`config.mk`:
```
export PLATFORM = sky130hd
export DESIGN_NAME = lsb_stego_payload_extractor
export DESIGN_NICKNAME = d
export VERILOG_FILES = /design/src/rtl/core/lse_pkg.sv /design/src/rtl/core/lse_front.sv /design/src/rtl/core/lse_queue.sv /design/src/rtl/core/lse_back.sv /design/src/rtl/core/lsb_stego_payload_extractor.sv
export SDC_FILE = /design/constraint.sdc
export NUM_CORES = 1
export LEC_CHECK = 0
export BUFFER_PORTS_ARGS = -buffer_cell sky130_fd_sc_hd__buf_2
export CAP_MARGIN = 20
export CELL_PAD_IN_SITES_DETAIL_PLACEMENT = 1
export CELL_PAD_IN_SITES_GLOBAL_PLACEMENT = 2
export CORE_MARGIN = 2
export CORE_UTILIZATION = 28
export CTS_BUF_LIST = sky130_fd_sc_hd__clkbuf_8
export CTS_CLUSTER_DIAMETER = 100
export DETAILED_ROUTE_END_ITERATION = 12
export GPL_ROUTABILITY_DRIVEN = 1
export PLACE_DENSITY = 0.72
export SYNTH_ARGS = -nofsm -noshare
export SYNTH_HDL_FRONTEND = slang
export SYNTH_SLANG_ARGS = --single-unit
```
`constraint.sdc`:
```
create_clock -name clk -period 6.1 [get_ports clk]
set_input_delay 0.915 -clock clk [delete_from_list [all_inputs] [get_ports clk]]
set_output_delay 0.915 -clock clk [all_outputs]
set_load 0.03 [all_outputs]
```
`src/rtl/core/lse_pkg.sv`:
```
// Shared types and constants for the LSB payload extractor.
// No dependencies; imported by every module of the block.
package lse_pkg;

  // Queue between the front and the back
  localparam int QUEUE_DEPTH = 4;
  localparam int QUEUE_PTR_W = $clog2(QUEUE_DEPTH);
  localparam int QUEUE_CNT_W = $clog2(QUEUE_DEPTH + 1);

  // Largest magic accepted
  localparam int MAX_MAGIC_CHARS = 8;

  // Configuration register indexes
  localparam logic [1:0] REG_HEADER_SKIP  = 2'd0;
  localparam logic [1:0] REG_MAGIC_TEXT   = 2'd1;
  localparam logic [1:0] REG_MAGIC_LENGTH = 2'd2;

  // Result kinds
  typedef enum logic [1:0] {
    KIND_EXT      = 2'd0,
    KIND_DATA     = 2'd1,
    KIND_MISMATCH = 2'd2,
    KIND_EMPTY    = 2'd3
  } kind_t;

  // One token from the front: a restart mark and/or one hidden bit
  typedef struct packed {
    logic restart;
    logic has_lsb;
    logic lsb;
  } token_t;

  // One result item
  typedef struct packed {
    logic [7:0] result_byte;
    kind_t      kind;
    logic       last;
  } result_t;

  // A length word with its top bit set counts as zero
  function automatic logic [30:0] size_of_word(input logic [31:0] w);
    logic [30:0] s;
    s = w[31] ? 31'd0 : w[30:0];
    return s;
  endfunction

endpackage

```
`src/rtl/core/lse_front.sv`:
```
// Front of the extractor: accepts image bytes, skips the header and
// turns each carrier byte into a hidden-bit token. Depends on lse_pkg.
module lse_front (
  input  logic            clk,
  input  logic            rst,
  input  logic [7:0]      header_skip,
  input  logic            in_valid,
  input  logic [7:0]      image_byte,
  input  logic            first_of_image,
  input  logic            queue_full,
  output logic            in_ready,
  output logic            push,
  output lse_pkg::token_t push_token
);
  import lse_pkg::*;

  logic       in_header;
  logic       in_header_next;
  logic [7:0] header_count;
  logic [7:0] header_count_next;
  logic       hdr_w;
  logic [7:0] cnt_w;
  logic       skip_byte;
  logic       accept;

  assign in_ready = !queue_full;
  assign accept   = in_valid && in_ready;

  // Classify the byte: header or carrier, with restart applied first
  always_comb begin
    hdr_w = first_of_image ? 1'b1 : in_header;
    cnt_w = first_of_image ? 8'd0 : header_count;
    skip_byte = hdr_w && (cnt_w < header_skip);
    header_count_next = skip_byte ? cnt_w + 8'd1 : cnt_w;
    in_header_next = skip_byte;
    push_token.restart = first_of_image;
    push_token.has_lsb = !skip_byte;
    push_token.lsb     = image_byte[0];
    push = accept && (first_of_image || !skip_byte);
  end

  // Hold the header position
  always_ff @(posedge clk) begin
    if (rst) begin
      in_header    <= 1'b1;
      header_count <= 8'd0;
    end else if (accept) begin
      in_header    <= in_header_next;
      header_count <= header_count_next;
    end
  end

endmodule

```
`src/rtl/core/lse_queue.sv`:
```
// Short token queue between the front and the back of the extractor.
// Depends on lse_pkg for the depth and the token type.
module lse_queue (
  input  logic            clk,
  input  logic            rst,
  input  logic            push,
  input  lse_pkg::token_t push_token,
  input  logic            pop,
  output logic            full,
  output logic            not_empty,
  output lse_pkg::token_t head
);
  import lse_pkg::*;

  token_t                 slots [QUEUE_DEPTH];
  logic [QUEUE_PTR_W-1:0] wr_ptr;
  logic [QUEUE_PTR_W-1:0] rd_ptr;
  logic [QUEUE_CNT_W-1:0] count;
  logic                   do_push;
  logic                   do_pop;

  assign full      = (count == QUEUE_CNT_W'(QUEUE_DEPTH));
  assign not_empty = (count != '0);
  assign do_push   = push && !full;
  assign do_pop    = pop && not_empty;
  assign head      = slots[rd_ptr];

  // Store incoming tokens
  always_ff @(posedge clk) begin
    if (do_push) begin
      slots[wr_ptr] <= push_token;
    end
  end

  // Advance pointers and occupancy
  always_ff @(posedge clk) begin
    if (rst) begin
      wr_ptr <= '0;
      rd_ptr <= '0;
      count  <= '0;
    end else begin
      if (do_push) begin
        wr_ptr <= (wr_ptr == QUEUE_PTR_W'(QUEUE_DEPTH - 1)) ? '0 : wr_ptr + 1'b1;
      end
      if (do_pop) begin
        rd_ptr <= (rd_ptr == QUEUE_PTR_W'(QUEUE_DEPTH - 1)) ? '0 : rd_ptr + 1'b1;
      end
      if (do_push && !do_pop) begin
        count <= count + 1'b1;
      end else if (do_pop && !do_push) begin
        count <= count - 1'b1;
      end
    end
  end

  a_count_bound: assert property (@(posedge clk) disable iff (rst)
    count <= QUEUE_CNT_W'(QUEUE_DEPTH))
    else $error("queue occupancy beyond depth");

  a_no_lost_push: assert property (@(posedge clk) disable iff (rst)
    (push && !do_pop) |-> !full)
    else $error("token pushed into a full queue");

endmodule

```
`src/rtl/core/lse_back.sv`:
```
// Back of the extractor: assembles hidden bits into words and bytes, walks
// the payload layout and drives the result register. Depends on lse_pkg.
module lse_back (
  input  logic             clk,
  input  logic             rst,
  input  logic [63:0]      magic_text,
  input  logic [3:0]       magic_length,
  input  logic             tok_valid,
  input  lse_pkg::token_t  tok,
  output logic             pop,
  output logic             out_valid,
  input  logic             out_ready,
  output lse_pkg::result_t out_res
);
  import lse_pkg::*;

  typedef enum logic [6:0] {
    PH_MLEN  = 7'b0000001,
    PH_MAGIC = 7'b0000010,
    PH_ESIZE = 7'b0000100,
    PH_EXT   = 7'b0001000,
    PH_DSIZE = 7'b0010000,
    PH_DATA  = 7'b0100000,
    PH_STOP  = 7'b1000000
  } phase_t;

  phase_t      phase, phase_next, ph_w;
  logic [4:0]  bit_count, bit_count_next, cnt_w;
  logic [31:0] bit_shifter, bit_shifter_next, sh_w, word;
  logic [30:0] remaining, remaining_next, rem_w, rem_dec, wsize;
  logic [3:0]  magic_index, magic_index_next, idx_w;
  logic        mismatch, mismatch_next, mis_w;
  logic [3:0]  eff_len;
  logic [7:0]  expected;
  logic        need32, full_word, emit;
  result_t     res;

  assign pop     = tok_valid && (!out_valid || out_ready);
  assign eff_len = (magic_length > 4'(MAX_MAGIC_CHARS)) ? 4'(MAX_MAGIC_CHARS) : magic_length;

  // Decode one token against the current phase
  always_comb begin
    ph_w  = tok.restart ? PH_MLEN : phase;
    cnt_w = tok.restart ? 5'd0  : bit_count;
    sh_w  = tok.restart ? 32'd0 : bit_shifter;
    rem_w = tok.restart ? 31'd0 : remaining;
    idx_w = tok.restart ? 4'd0  : magic_index;
    mis_w = tok.restart ? 1'b0  : mismatch;

    phase_next       = ph_w;
    bit_count_next   = cnt_w;
    bit_shifter_next = sh_w;
    remaining_next   = rem_w;
    magic_index_next = idx_w;
    mismatch_next    = mis_w;
    emit             = 1'b0;
    res.result_byte  = 8'd0;
    res.kind         = KIND_EXT;
    res.last         = 1'b0;

    word      = {sh_w[30:0], tok.lsb};
    wsize     = size_of_word(word);
    rem_dec   = (rem_w != '0) ? rem_w - 31'd1 : rem_w;
    expected  = magic_text[{idx_w[2:0], 3'b000} +: 8];
    need32    = (ph_w == PH_MLEN) || (ph_w == PH_ESIZE) || (ph_w == PH_DSIZE);
    full_word = need32 ? (cnt_w == 5'd31) : (cnt_w == 5'd7);

    if (tok.has_lsb && (ph_w != PH_STOP)) begin
      if (!full_word) begin
        bit_count_next   = cnt_w + 5'd1;
        bit_shifter_next = word;
      end else begin
        bit_count_next   = 5'd0;
        bit_shifter_next = 32'd0;
        case (ph_w)
          PH_MLEN: begin
            if (wsize != {27'd0, eff_len}) begin
              phase_next = PH_STOP;
              emit       = 1'b1;
              res.kind   = KIND_MISMATCH;
              res.last   = 1'b1;
            end else begin
              remaining_next   = {27'd0, eff_len};
              magic_index_next = 4'd0;
              mismatch_next    = 1'b0;
              phase_next       = (eff_len != 4'd0) ? PH_MAGIC : PH_ESIZE;
            end
          end
          PH_MAGIC: begin
            mismatch_next    = mis_w || (word[7:0] != expected);
            magic_index_next = idx_w + 4'd1;
            remaining_next   = rem_dec;
            if (rem_dec == '0) begin
              if (mismatch_next) begin
                phase_next = PH_STOP;
                emit       = 1'b1;
                res.kind   = KIND_MISMATCH;
                res.last   = 1'b1;
              end else begin
                phase_next = PH_ESIZE;
              end
            end
          end
          PH_ESIZE: begin
            remaining_next = wsize;
            phase_next     = (wsize != '0) ? PH_EXT : PH_DSIZE;
          end
          PH_EXT: begin
            remaining_next  = rem_dec;
            phase_next      = (rem_dec == '0) ? PH_DSIZE : PH_EXT;
            emit            = 1'b1;
            res.result_byte = word[7:0];
            res.kind        = KIND_EXT;
          end
          PH_DSIZE: begin
            remaining_next = wsize;
            if (wsize == '0) begin
              phase_next = PH_STOP;
              emit       = 1'b1;
              res.kind   = KIND_EMPTY;
              res.last   = 1'b1;
            end else begin
              phase_next = PH_DATA;
            end
          end
          PH_DATA: begin
            remaining_next  = rem_dec;
            emit            = 1'b1;
            res.result_byte = word[7:0];
            res.kind        = KIND_DATA;
            res.last        = (rem_dec == '0);
            phase_next      = (rem_dec == '0) ? PH_STOP : PH_DATA;
          end
          default: begin
            phase_next = PH_STOP;
          end
        endcase
      end
    end
  end

  // Advance the parse state on each popped token
  always_ff @(posedge clk) begin
    if (rst) begin
      phase       <= PH_MLEN;
      bit_count   <= 5'd0;
      bit_shifter <= 32'd0;
      remaining   <= 31'd0;
      magic_index <= 4'd0;
      mismatch    <= 1'b0;
    end else if (pop) begin
      phase       <= phase_next;
      bit_count   <= bit_count_next;
      bit_shifter <= bit_shifter_next;
      remaining   <= remaining_next;
      magic_index <= magic_index_next;
      mismatch    <= mismatch_next;
    end
  end

  // Result register: load on emit, drop once taken
  always_ff @(posedge clk) begin
    if (rst) begin
      out_valid <= 1'b0;
    end else if (pop && emit) begin
      out_valid <= 1'b1;
    end else if (out_ready) begin
      out_valid <= 1'b0;
    end
  end

  always_ff @(posedge clk) begin
    if (pop && emit) begin
      out_res <= res;
    end
  end

  a_phase_onehot: assert property (@(posedge clk) disable iff (rst)
    $onehot(phase))
    else $error("phase register not one-hot");

  a_last_stops: assert property (@(posedge clk) disable iff (rst)
    (pop && emit && res.last) |=> (phase == PH_STOP))
    else $error("final result did not stop the parse");

  a_byte_count: assert property (@(posedge clk) disable iff (rst)
    ((phase == PH_MAGIC) || (phase == PH_EXT) || (phase == PH_DATA)) |-> (bit_count < 5'd8))
    else $error("bit count overran a byte phase");

  a_no_overwrite: assert property (@(posedge clk) disable iff (rst)
    (out_valid && !out_ready) |-> !pop)
    else $error("token popped while result stalled");

endmodule

```
`src/rtl/core/lsb_stego_payload_extractor.sv`:
```
// Top level of the LSB payload extractor: configuration registers, front,
// token queue and back. Depends on lse_pkg, lse_front, lse_queue, lse_back.
//
// The block takes one carrier byte per cycle on the s_ stream, with tuser
// marking the first byte of an image, and returns recovered extension and
// data bytes, or a status, on the m_ stream. It sustains one image byte per
// clock while the queue has room: the front skips header bytes and passes one
// hidden bit per carrier byte into a four-entry queue, and the back folds one
// bit per cycle, unless the result register is stalled, into its word shifter
// and walks the magic, extension and data fields. The token queue and the
// result register lie between the input transaction that completes a result
// and m_tvalid; a stalled output holds its result while the queue keeps
// absorbing input until it is full. Configuration writes take effect on the next
// cycle and must be made while no image is in flight; the block does not enforce it.
module lsb_stego_payload_extractor (
  input  logic        clk,
  input  logic        rst,
  input  logic        s_tvalid,
  output logic        s_tready,
  input  logic [7:0]  s_tdata,   // image_byte[7:0]
  input  logic [0:0]  s_tuser,   // first_of_image[0]
  output logic        m_tvalid,
  input  logic        m_tready,
  output logic [7:0]  m_tdata,   // result_byte[7:0]
  output logic [1:0]  m_tuser,   // kind[1:0]
  output logic        m_tlast,
  input  logic        cfg_we,
  input  logic [1:0]  cfg_index,
  input  logic [63:0] cfg_data
);
  import lse_pkg::*;

  logic [7:0]  header_skip;
  logic [63:0] magic_text;
  logic [3:0]  magic_length;
  logic        push, pop, queue_full, queue_not_empty;
  token_t      push_token, head;
  result_t     out_res;

  // Configuration registers
  always_ff @(posedge clk) begin
    if (rst) begin
      header_skip  <= 8'd54;
      magic_text   <= 64'd0;
      magic_length <= 4'd0;
    end else if (cfg_we) begin
      case (cfg_index)
        REG_HEADER_SKIP:  header_skip  <= cfg_data[7:0];
        REG_MAGIC_TEXT:   magic_text   <= cfg_data;
        REG_MAGIC_LENGTH: magic_length <= cfg_data[3:0];
        default: ;
      endcase
    end
  end

  lse_front u_front (
    .clk            (clk),
    .rst            (rst),
    .header_skip    (header_skip),
    .in_valid       (s_tvalid),
    .image_byte     (s_tdata),
    .first_of_image (s_tuser[0]),
    .queue_full     (queue_full),
    .in_ready       (s_tready),
    .push           (push),
    .push_token     (push_token)
  );

  lse_queue u_queue (
    .clk        (clk),
    .rst        (rst),
    .push       (push),
    .push_token (push_token),
    .pop        (pop),
    .full       (queue_full),
    .not_empty  (queue_not_empty),
    .head       (head)
  );

  lse_back u_back (
    .clk          (clk),
    .rst          (rst),
    .magic_text   (magic_text),
    .magic_length (magic_length),
    .tok_valid    (queue_not_empty),
    .tok          (head),
    .pop          (pop),
    .out_valid    (m_tvalid),
    .out_ready    (m_tready),
    .out_res      (out_res)
  );

  assign m_tdata = out_res.result_byte;
  assign m_tuser = out_res.kind;
  assign m_tlast = out_res.last;

endmodule

```
[After elaboration in Yosys (flattened, before gate mapping)]
Memories as Yosys holds them, arrays and structs flattened. A register that Yosys moved wholly into a read port is not among the register bits.
Cells that the tools add are included.
Storage, ports and cells
  register bits after elaboration: 183
  RAM bits: 12
  output and inout bits: 13
  logic and storage cells: 146
  memories kept: 1
Memories
  u_queue.slots: depth 4, bits a word 3, read ports 1, clocked after memory_dff 1, write ports 1, line lse_queue.sv:15  | token_t slots [QUEUE_DEPTH];
Cells by class
  $add $sub $neg: 8
  $lt $le $gt $ge: 2
  equal/unequal tests: 16
  shift operators: 1
  multiplexer cells: 63
  reduce and logical (&&, ||, !) cells: 37
Operator list (count)
  31-bit 2-to-1 mux: 9
  31-bit case mux with 3 select lines: 1
  64-bit by 7-bit variable part select with 8-bit output: 1
  31-bit zero test: 2
  31-bit nonzero test: 2
  7-bit 2-to-1 mux: 8
  7-bit case mux with 6 select lines: 1
  31-bit by 4-bit inequality test with 1-bit output: 1
  31-bit by 1-bit subtractor with 31-bit output (second input constant): 1
  5-bit 2-to-1 mux: 5
  3-bit 2-to-1 mux: 7
  4-bit 2-to-1 mux: 5
  1-bit 2-to-1 mux: 16
  8-bit 2-to-1 mux: 2
  1-bit logical AND: 10
  8-bit by 1-bit adder with 8-bit output (second input constant): 1
  8-bit less-than comparator: 1
  2-bit 2-to-1 mux: 4
  8-bit inequality test: 1
  1-bit case mux with 4 select lines: 2
  2-bit case mux with 4 select lines: 1
  4-bit case mux with 2 select lines: 1
  2-bit AND reduction: 4
  7-bit by 1-bit == test with 1-bit output (second input constant): 1
  27 further kinds: 40

[Longest topological paths before layout]
  depth after elaboration: 11
  mapped depth: 20

[Hierarchy]
Synthesis repeated with hierarchy kept, for this count alone.
Second synthesis, totals
  cells, all modules: 1324
  area total of the unflattened synthesis: 11482.3 µm²
By module, submodules not included
  lse_back: times used 1, cells each 835, area an instance 6446.2 µm², seq. area each 1911.8 µm²
  lsb_stego_payload_extractor: times used 1, cells each 324, area an instance 3347.0 µm², seq. area each 1521.5 µm²
  lse_queue: times used 1, cells each 65, area an instance 932.1 µm², seq. area each 540.5 µm²
  lse_front: times used 1, cells each 100, area an instance 757.0 µm², seq. area each 180.2 µm²

[Least setup slack after synthesis]
OpenSTA, ideal clock, no wires.
  path type: register to register
  start point: reg with a tool-made name
  end point: reg u_back.out_res[0] (netlist name)
  setup time: 0.386 ns
  arrival time: 4.429 ns
  setup slack: 1.285 ns
  stages on the path, launching flop included: 19
  path buffers: 6
  cells stage by stage: dfxtp_1 mux2i_1 mux2_2 clkbuf_8 clkbuf_8 clkbuf_1 clkbuf_1 clkbuf_1 nand2_1 ha_1 nand3_1 nor3_1 buf_4 o41ai_2 o32ai_1 a2111oi_4 o2111a_1 nand3_1 a31oi_1

==> results.txt <==
The run finished with clean final reports. The full die area came out at 41470 um^2. After detailed routing, the number of remaining DRC violations is 0. The logs give 0 for the remaining number of nets flagged by the antenna check after routing and 93 for the number of I/O pins. The clock net in this run drives a total of 196 sinks. The floorplan has 73 rows. The slew of the pin with the lowest slew margin was 1.093 ns.

The tightest min-delay check is of the register to register type. Global routing finished with a remaining overflow of 0. The instance count along the most critical hold path was 2. In this run the worst path has a maximum fanout of 9.

Final count of negative-setup-slack endpoints: 0. Across every metal layer, demand over resource in global routing totals 18.24%. The slowest stage of the critical path is the sky130_fd_sc_hd__nor3_1 cell. The worst setup path is launched from a register. TritonCTS built the clock tree. The capture instance of the worst register-to-register path was u_back.out_valid$_SDFFE_PP0P_.

Synthesis produced a netlist with a net count of 1486. The run gives 0 ns as the setup TNS. Routability-driven placement finished with a final weighted congestion of 0.8388. Clock tree synthesis selected as its root buffer the cell sky130_fd_sc_hd__clkbuf_8. The vertical die dimension is 203.6 um, and the number of detailed-route iterations in the first pass is 5.

The register-to-register path setup slack came out at 1.31 ns. The tools report the max-slew violation total from the final report as 0. STA puts the critical path data required time at 6.45 ns. Based on the critical path, the design can be clocked at up to 208.7 MHz. Across the run, the number of max-cap violations was 0. In this design, the stage delay of the slowest critical-path cell is 0.68 ns. Counting distinct cell types in the post-synthesis netlist gives 97. Ranked by total cell area, the synthesized netlist is headed by sky130_fd_sc_hd__dfxtp_1, sky130_fd_sc_hd__nand2_1, sky130_fd_sc_hd__a21oi_1, sky130_fd_sc_hd__edfxtp_1, sky130_fd_sc_hd__nor2_1. The number of clock buffers added by TritonCTS is 17.

The tools report the arrival time at the worst endpoint as 5.15 ns. First-pass GRT wire length: 59.66 mm. The area of the mapped netlist was 11160 um^2. Counting every instance in the synthesized netlist gives 1387.

The number of cells on the worst reg-to-reg path is 13. The clock arrives with 0.02265 ns of skew. The clock-pin slew on the worst setup and hold paths is 0.12 ns. After layout, the worst path uses 78.56% of the clock period.

Walking the worst path, the cells encountered are mux2_2 -> nand2_1 -> ha_1 -> nand3_1 -> nor3_1 -> buf_4 -> or3_1 -> a31oi_1 -> a2111oi_0 -> buf_4 -> and3_1 -> nand3_1 -> a221oi_1. Counting flops with an async set or reset pin after synthesis yields a share of 0%. The logs give 10541 for the number of vias in the routed layout and 4.315 nW for the leakage power.

The clock latency on the worst-skew pair is 0.53 ns. Ranked by instance count, the synthesized netlist is headed by sky130_fd_sc_hd__nand2_1, sky130_fd_sc_hd__dfxtp_1, sky130_fd_sc_hd__a21oi_1, sky130_fd_sc_hd__nor2_1, sky130_fd_sc_hd__clkbuf_1. Number of flops mapped to enable cells by yosys: 23. The floorplan step defined a core boundary enclosing 39550 um^2.

By startpoint and endpoint, the worst setup path is classified as register to register. Using the TritonRoute via totals, the vias-per-cell ratio works out to 5.425. CTS built an H-tree with a depth of 4. The tools report the number of nets in the finished design as 1504. Across all hold checks on the routed design, the worst slack comes to 0.4583 ns. The initial utilization of the core area, before any placement, comes to 28.22%. In the post-synthesis netlist, the cell with the most instances is sky130_fd_sc_hd__nand2_1. In this run the post-CTS setup repair buffer count came out at 0.

The synthesis-stage register bit count came out at 196. The number of antenna violations at the first check in global routing is 0, and the power density over cell area is 266.2 nW/um^2. The layout-stage area growth over the synthesis result works out to 9.710%. The number of hold buffers added after CTS was 0. In this run the horizontal extent of the chip is 203.6 um. Averaged over all synthesized cells, the footprint is 8.046 um^2. The most used flip-flop cell after synthesis was sky130_fd_sc_hd__dfxtp_1.

The share of cells above drive strength 1 works out to 13.96%. The worst path in the final design needs a cycle of 4.792 ns, including I/O delays and setup. The largest net degree at the start of global routing was 106.

IR analysis of the VDD net gives a maximum drop of 0.1412 mV. The cell taking the most area after synthesis was sky130_fd_sc_hd__dfxtp_1. The share of synthesized area in the top cell type comes to 31.03%. The via count of the first global-routing pass was 10609; the routed wirelength normalized by instance count was 19.25 um.

The first routing iteration left 569 violations. The worst relative slew slack came out at 26.90%. Total wire length: 37.41 mm. Setup repair after global routing left no endpoint under its margin. The worst-case clock buffer depth was 2. For the detailed-placement wirelength estimate, the log shows 26.28 mm. The number of antenna diodes in the final layout is 0.

The worst hold path terminates at magic_text[50]$_SDFFE_PP0P_. Port buffering added 85 buffers. After synthesis, flip-flops and latches occupy 37.22% of the total area. The total of warnings raised by yosys was 0. Total of fill cells in the finished design: 4794.

The startpoint of the tightest hold check path was magic_text[50]$_SDFFE_PP0P_. The tools report the nature of the critical path endpoint as a register. The tools report the post-cts repair resize count as 0. The tools report the number of hold-slack violations in the final timing report as 0.
==> stage by stage <==
stage               instance area [um^2]  setup slack, ns  std cells  total power [mW]  util (%)
CTS                                12200            1.421       1941             3.271     30.85
global placement                   11820            1.456       1909             2.384     29.89
detailed placement                 11820            1.456       1909             2.406     29.89
global route                       12240            1.004       1943             3.452     30.96
floorplan                          11160            1.285       1387             2.141         -
finish                             12240            1.308       1943             3.259     30.96
==> routing by layer <==
layer	vias up	wire [um]	GRT usage, %	share of wire, %
met1	5261	18010	24.20	48
met2	150	17470	30.24	47
met4	0	932	6.569	2.5
li1	5088	-	-	-
met5	-	0	0	0
met3	42	995	2.445	2.7
==> worst max path at each step <==
stage	endpoint	from	cells past startpoint	slack, ns
6_report	u_back.out_valid$_SDFFE_PP0P_	register	13	1.31
4_1_cts	u_back.out_res[7]$_SDFFCE_PN0P_	register	14	1.42
5_1_grt	u_back.out_res[0]$_SDFFCE_PN0P_	register	15	1.00
2_1_floorplan	u_back.out_res[0]$_SDFFCE_PN0P_	register	18	1.28
3_3_place_gp	u_back.out_res[6]$_SDFFCE_PN0P_	register	14	1.46
3_5_place_dp	u_back.out_res[5]$_SDFFCE_PN0P_	register	15	1.46
==> cells by family after synthesis <==
kind of cell	after synthesis	share of synthesized area, %
and+or+nand+nor	574	24.71
AOI/OAI and AO/OA	412	24.58
DFF	196	37.22
buffers and inverters	137	6.144
muxes	37	4.205
adders and majority gates	19	2.198
xor gates and xnor gates	12	0.9418
==> critical path, delay by kind of cell (launching register included) <==
| family | cells | cell delay [ns] |
|---|---|---|
| and+or+nand+nor | 6 | 1.58 |
| AOI/OAI and AO/OA | 3 | 1.24 |
| buffers and inverters | 2 | 0.55 |
| DFF | 1 | 0.47 |
| muxes | 1 | 0.42 |
| adders and majority gates | 1 | 0.35 |
==> flip-flops by register name, indices dropped and copies added, names as in the netlist, named ones only <==
| signal | cells |
|---|---|
| header_skip | 8 |
| magic_length | 4 |
| magic_text | 64 |
| u_back.bit_count | 5 |
| u_back.bit_shifter | 31 |
| u_back.magic_index | 3 |
| u_back.mismatch | 1 |
| u_back.out_res | 11 |
| u_back.out_valid | 1 |
| u_back.phase | 7 |
| u_back.remaining | 31 |
| u_front.header_count | 8 |
| u_front.in_header | 1 |
| u_queue.count | 3 |
| u_queue.rd_ptr | 2 |
| u_queue.slots | 12 |
| u_queue.wr_ptr | 2 |
==> placed cells by master (no fill, tap or decap), types with 9 or more instances in the layout <==
| master | netlist | layout |
|---|---|---|
| sky130_fd_sc_hd__dfxtp_1 | 173 | 173 |
| sky130_fd_sc_hd__nand2_1 | 204 | 204 |
| sky130_fd_sc_hd__or4_1 | 10 | 10 |
| sky130_fd_sc_hd__a22o_1 | 11 | 11 |
| sky130_fd_sc_hd__a22oi_1 | 51 | 51 |
| sky130_fd_sc_hd__edfxtp_1 | 23 | 23 |
| sky130_fd_sc_hd__and2_1 | 13 | 13 |
| sky130_fd_sc_hd__a31oi_1 | 17 | 17 |
| sky130_fd_sc_hd__mux2_2 | 9 | 9 |
| sky130_fd_sc_hd__and3_1 | 20 | 20 |
| sky130_fd_sc_hd__a21oi_1 | 151 | 151 |
| sky130_fd_sc_hd__nand3_1 | 22 | 22 |
| sky130_fd_sc_hd__o21ai_0 | 49 | 49 |
| sky130_fd_sc_hd__nand4_1 | 10 | 10 |
| sky130_fd_sc_hd__clkbuf_8 | 11 | 17 |
| sky130_fd_sc_hd__nor2b_1 | 17 | 17 |
| sky130_fd_sc_hd__ha_1 | 18 | 18 |
| sky130_fd_sc_hd__nor3_1 | 33 | 33 |
| sky130_fd_sc_hd__buf_4 | 1 | 19 |
| sky130_fd_sc_hd__o211ai_1 | 13 | 13 |
| sky130_fd_sc_hd__mux2i_1 | 21 | 21 |
| sky130_fd_sc_hd__buf_2 | 7 | 84 |
| sky130_fd_sc_hd__nor4_1 | 31 | 31 |
| sky130_fd_sc_hd__nor2_1 | 149 | 149 |
| sky130_fd_sc_hd__or2_2 | 10 | 10 |
| sky130_fd_sc_hd__inv_1 | 28 | 29 |
==> power by group <==
part / switching [mW] / internal, mW
sequential: 0.0485 / 1.35
clock: 0.553 / 0.301
combinational: 0.695 / 0.308
==> area by class of cell <==
cell class	instances	area, um^2	share of cell area (%)
multi-input cells	1054	6325	51.66
flip-flops and latches	196	4154	33.93
well taps	525	656.9	5.365
repair buffers	106	616.8	5.038
clock buffers	17	234.0	1.911
clock inverters	15	143.9	1.175
inverters	30	112.6	0.9198
Power figures use the tool's default switching activity.
